`src/hw/rtl/qte_pkg.sv`:
```
package qte_pkg;

  localparam int unsigned IN_W      = 16;
  localparam int unsigned PROD_FRAC = 28;
  localparam int unsigned PROD_W    = 34;
  localparam int unsigned ANG_FRAC  = 30;
  localparam int unsigned ANG_W     = 34;
  localparam int unsigned OUT_FRAC  = 12;
  localparam int unsigned OUT_W     = 15;
  localparam int unsigned PITCH_W   = 14;
  localparam int unsigned ISQ_N     = 29;
  localparam int unsigned RAD_W     = 2 * ISQ_N;
  localparam int unsigned REM_W     = 34;
  localparam int unsigned NUM_LANES = 3;
  localparam int unsigned MAX_STAGES = 24;

  localparam int unsigned LANE_ROLL  = 0;
  localparam int unsigned LANE_PITCH = 1;
  localparam int unsigned LANE_YAW   = 2;

  localparam logic signed [PROD_W-1:0] PROD_ONE = PROD_W'(64'd1 << PROD_FRAC);
  localparam logic signed [ANG_W-1:0] HALF_PI_ANG = ANG_W'(64'd1686629713);
  localparam logic signed [PITCH_W-1:0] HALF_PI_OUT = PITCH_W'(6434);

  localparam logic signed [ANG_W-1:0] ATAN_TAB [MAX_STAGES] = '{
    ANG_W'(64'd843314856), ANG_W'(64'd497837829), ANG_W'(64'd263043836),
    ANG_W'(64'd133525158), ANG_W'(64'd67021686),  ANG_W'(64'd33543515),
    ANG_W'(64'd16775850),  ANG_W'(64'd8388437),   ANG_W'(64'd4194282),
    ANG_W'(64'd2097149),   ANG_W'(64'd1048575),   ANG_W'(64'd524287),
    ANG_W'(64'd262143),    ANG_W'(64'd131071),    ANG_W'(64'd65535),
    ANG_W'(64'd32767),     ANG_W'(64'd16383),     ANG_W'(64'd8191),
    ANG_W'(64'd4095),      ANG_W'(64'd2047),      ANG_W'(64'd1023),
    ANG_W'(64'd511),       ANG_W'(64'd255),       ANG_W'(64'd127)
  };

  typedef struct packed {
    logic signed [PROD_W-1:0] roll_y;
    logic signed [PROD_W-1:0] roll_x;
    logic signed [PROD_W-1:0] yaw_y;
    logic signed [PROD_W-1:0] yaw_x;
    logic signed [PROD_W-1:0] s;
    logic                     sat_pos;
    logic                     sat_neg;
  } side_t;

  typedef struct packed {
    side_t            side;
    logic [RAD_W-1:0] rad;
  } front_t;

endpackage

```
`src/hw/rtl/qte_isqrt.sv`:
```
module qte_isqrt import qte_pkg::*; (
  input  logic             clk_i,
  input  logic             rst_ni,
  input  logic             en_i,
  input  logic             valid_i,
  input  logic [RAD_W-1:0] rad_i,
  output logic             valid_o,
  output logic [ISQ_N-1:0] root_o
);

  logic [ISQ_N-1:0] v_q;
  logic [RAD_W-1:0] rad_q  [ISQ_N];
  logic [REM_W-1:0] rem_q  [ISQ_N];
  logic [ISQ_N-1:0] root_q [ISQ_N];

  always_ff @(posedge clk_i or negedge rst_ni) begin
    if (!rst_ni) begin
      v_q <= '0;
    end else if (en_i) begin
      v_q <= {v_q[ISQ_N-2:0], valid_i};
    end
  end

  for (genvar k = 0; k < ISQ_N; k++) begin : g_step
    logic [RAD_W-1:0] rad_p;
    logic [REM_W-1:0] rem_p, rem_n, trial;
    logic [ISQ_N-1:0] root_p;
    logic [RAD_W-1:0] rad_d;
    logic [REM_W-1:0] rem_d;
    logic [ISQ_N-1:0] root_d;

    if (k == 0) begin : g_first
      assign rad_p  = rad_i;
      assign rem_p  = '0;
      assign root_p = '0;
    end else begin : g_next
      assign rad_p  = rad_q[k-1];
      assign rem_p  = rem_q[k-1];
      assign root_p = root_q[k-1];
    end

    always_comb begin
      rem_n = {rem_p[REM_W-3:0], rad_p[RAD_W-1 -: 2]};
      trial = REM_W'({root_p, 2'b01});
      rad_d = rad_p << 2;
      if (rem_n >= trial) begin
        rem_d  = rem_n - trial;
        root_d = {root_p[ISQ_N-2:0], 1'b1};
      end else begin
        rem_d  = rem_n;
        root_d = {root_p[ISQ_N-2:0], 1'b0};
      end
    end

    always_ff @(posedge clk_i) begin
      if (en_i) begin
        rad_q[k]  <= rad_d;
        rem_q[k]  <= rem_d;
        root_q[k] <= root_d;
      end
    end
  end

  assign valid_o = v_q[ISQ_N-1];
  assign root_o  = root_q[ISQ_N-1];

endmodule

```
`config.mk`:
```
export PLATFORM = sky130hd
export DESIGN_NAME = qte_isqrt
export DESIGN_NICKNAME = d
export VERILOG_FILES = /design/src/hw/rtl/qte_pkg.sv /design/src/hw/rtl/qte_isqrt.sv
export SDC_FILE = /design/constraint.sdc
export NUM_CORES = 2
export LEC_CHECK = 0
export ABC_AREA = 1
export BUFFER_PORTS_ARGS = -buffer_cell sky130_fd_sc_hd__buf_2
export CORE_ASPECT_RATIO = 0.8
export CORE_MARGIN = 5
export CORE_UTILIZATION = 64
export CTS_CLUSTER_DIAMETER = 80
export CTS_CLUSTER_SIZE = 24
export DETAILED_ROUTE_END_ITERATION = 7
export PLACE_DENSITY = 0.8
export SETUP_SLACK_MARGIN = 0.05
export SLEW_MARGIN = 20
export SYNTH_ARGS = -nofsm -noshare
export SYNTH_HDL_FRONTEND = slang
export SYNTH_SLANG_ARGS = --single-unit
```
`constraint.sdc`:
```
create_clock -name clk_i -period 2.6 [get_ports clk_i]
set_input_delay 0.13 -clock clk_i [delete_from_list [all_inputs] [get_ports clk_i]]
set_output_delay 0.13 -clock clk_i [all_outputs]
set_load 0.005 [all_outputs]
```
==> metrics.csv <==
stage;metric;value;unit
cells_and_area;Area growth syn-to-layout;11.2;%
setup_path;crit path DAT;3700;ps
route;drt wl/cell;20.8;µm
setup_path;r2r setup slk;-510;ps
global_route;global-route usage over all layers;0.352;
timing;Final Hold Viols;0;
clock_network;clk buf depth;3;
synth;number of synthesized register bits;2125;
global_route;first-pass GRT wire length;524000;µm
setup_path;R2R cell count;14;
global_route;vias in the first global route;91300;
synth;Synthesis Warnings;0;
global_route;total congestion overflow;0;
synth;syn avg cell area;8.61;µm²
min_path;Min-Delay Startpoint;rad_i[8];
cells_and_area;Ant. Diodes;0;
global_route;initial antenna violation count;5;
status;failing checks;DRC, setup timing;
clock_network;Sink Count;2125;
cells_and_area;Final Util;0.716;
placement;DP Wirelength;261000;µm
min_path;Hold/Removal Path Class;in -> reg;
clock_network;Clk Latency, worst-skew pair;840;ps
cells_and_area;commonest non-fill, non-tap cell in the layout;nand2_1;
setup_path;critical path startpoint;root_q[11][30];
route;drt total wl;350000;µm
setup_path;capture point of the worst reg-to-reg path;rem_q[1][277];
clock_network;H-tree Lvls;3;
run;maxcap violations;0;
synth;Cell Area, Synth;117000;µm²
route;DRT Pass-1 Iters;8;
floorplan;die area;192000;µm²
route;Starting DRT DRC Count;14900;
route;routed vias/inst;5.81;
floorplan;Initial Utilization;0.644;
floorplan;IO Count;92;
synth;main flop type after synthesis;edfxtp_1;
clock_network;total CTS buffers;115;
timing;relative slew slack;0.541;
setup_path;Crit-path slowest cell;edfxtp_1;
timing;final cycle utilization of the critical path;1.20;
setup_path;R2R Path Start;root_q[11][30];
synth;count of cell types in the netlist;61;
setup_path;Crit path max-delay family;simple AND/OR/NAND/NOR gates;
synth;Synth area leader;edfxtp_1;
timing;final worst slack;-515;ps
setup_path;Max FO, Critical Path;12;
min_path;hold worst-path end;rad_q[0][8];
setup_path;Setup crit end kind;register;
timing;Worst-Margin Slew;681;ps
floorplan;Die H;393;µm
route;Vias;97500;
min_path;cell depth of the worst min-delay path;2;
setup_path;cell mode on critical path;nand2_1;
clock_network;Clock Pin Slew Worst Setup and Hold Paths;100;ps
timing;Pins Over Slew Limit;0;
timing;Max Fclk;321;MHz
timing;Max Clock Skew;71.8;ps
synth;Seq/Total Area, Yosys;0.543;
timing;RSZ-0062 raised after global routing;true;
floorplan;row count;140;
setup_path;Buffers & Inverters on Critical Path;3;
synth;ranking of synthesized cells by area;edfxtp_1 54%, nand2_1 15%, inv_1 7.7%;
synth;EDFF count, synth;2096;
setup_path;worst-path cell chain;inv_1 > ha_2 > nand2_1 > nand2_1 > nand2_1 > nand2_1 > nand2_1 > nand3_2 > nand3_2 > clkinv_1 > nor2_4 > buf_12 > nand2_1 > o21ai_2;
synth;asr flop ratio synth;0.0136;
cells_and_area;Fill cells;13300;
cells_and_area;layout cells sized above 1;0.0872;
setup_path;Crit path required time;3190;ps
power_and_ir_drop;PwrDens;704;nW/µm²
power_and_ir_drop;VDD IR max;0.000933;V
placement;I/O Buffers;91;
placement;RePlAce Congestion;1.02;
status;status;finished with violations;
timing;setup total negative slack;-4350;ps
global_route;largest net degree at the start of global routing;100;
clock_network;CTS tree;yes;
route;DRC Markers;50;
synth;Post-Syn Instances;13600;
synth;Synth top area share;0.536;
timing;fin crit period;3110;ps
floorplan;die width;489;µm
setup_path;slowest cell delay on critical path;440;ps
setup_path;startpoint types;register;
clock_network;root buffer cell;clkbuf_16;
route;DRT antenna net count;0;
timing;hold slack;22.9;ps
synth;Synthesized Nets;14200;
power_and_ir_drop;Leak Pwr;59.9;nW
cells_and_area;most frequent cells in the layout;4553 x nand2_1, 2407 x inv_1, 2096 x edfxtp_1, 1047 x nor2_1, 720 x nand3_1;
timing;Setup Viol. Count Final;33;
setup_path;kind of critical path;reg -> reg;
floorplan;total core area;182000;µm²
cells_and_area;Final nets;14800;
==> per-stage QoR <==
stage	worst slack, ps	total power, mW	cell area (µm²)	instances
finish	-515	91.8	130000	16800
global route	-468	96.1	130000	16800
CTS	49.4	90.0	129000	16700
detailed placement	-202	69.6	124000	16400
global placement	-205	68.8	124000	16400
floorplan	525	60.1	117000	13600
==> power by group <==
group | internal, mW | total, mW | switching [mW] | leakage [nW]
combinational | 8.61 | 25.8 | 17.2 | 37.7
clock | 8.82 | 20.7 | 11.9 | 1.75
sequential | 42.3 | 45.3 | 2.99 | 20.5
total | 59.7 | 91.8 | 32.1 | 59.9
==> sequential cells by signal, indices dropped and copies added (netlist names) <==
name	flops
root_q	435
rad_q	812
v_q	29
rem_q	849
==> layer usage <==
layer | vias to the layer above | track usage | part of all wire
met5 | - | 0 | 0.00016
met2 | 6417 | 0.535 | 0.43
met4 | 8 | 0.113 | 0.042
met3 | 1115 | 0.0691 | 0.12
met1 | 44900 | 0.515 | 0.41
li1 | 45100 | - | -
==> worst max path at each step <==
stage                               end  slack (ps)  cells past startpoint
after floorplan           rem_q[0][276]         520                     13
after global placement    rem_q[1][307]        -200                     12
after detailed placement  rem_q[1][371]        -200                     12
after CTS                 rem_q[1][310]          50                     13
after global routing      rem_q[1][277]        -470                     14
final                     rem_q[1][277]        -510                     14
==> cell type report <==
type	count	area, µm²	area share
Sequential cell	2125	63700	0.488
Timing Repair Buffer	685	6010	0.0461
Clock buffer	126	2940	0.0225
Multi-Input combinational cell	8920	44900	0.344
Inverter	2459	9260	0.0710
Timing Repair inverter	1	8.76	0.0000671
Clock inverter	46	689	0.00528
Tap cell	2414	3020	0.0232
==> synth_stat cells (47+ instances only) <==
cell / n
nor2_1: 1115
o21ai_1: 103
nand3b_1: 74
and2_1: 47
nand4_1: 197
edfxtp_1: 2096
xnor2_1: 130
nand3_1: 733
nor3_1: 187
o21ai_0: 209
nand2_1: 4611
xor2_1: 221
ha_1: 465
a21oi_1: 530
inv_1: 2407
==> cells by family after synthesis <==
family | count (synthesis) | synth area share
other | 1 | 0.0000320
AND/OR/NAND/NOR | 7150 | 0.252
XOR/XNOR | 351 | 0.0262
flip-flops | 2125 | 0.543
adder cells (fa/ha/maj) | 465 | 0.0496
buffers and inverters | 2581 | 0.0861
multiplexers | 1 | 0.0000960
AO/OA/AOI/OAI | 951 | 0.0437
==> timing repair <==
action,in CTS,in global routing
endpoints found under the hold margin,157,0
resized for setup,23,295
hold buffers,100,0
setup endpoints to repair,118,464
buffers inserted,18,66
pin swaps,1,15
cloned,1,2
Note: power is estimated with default switching activity, not from simulation.
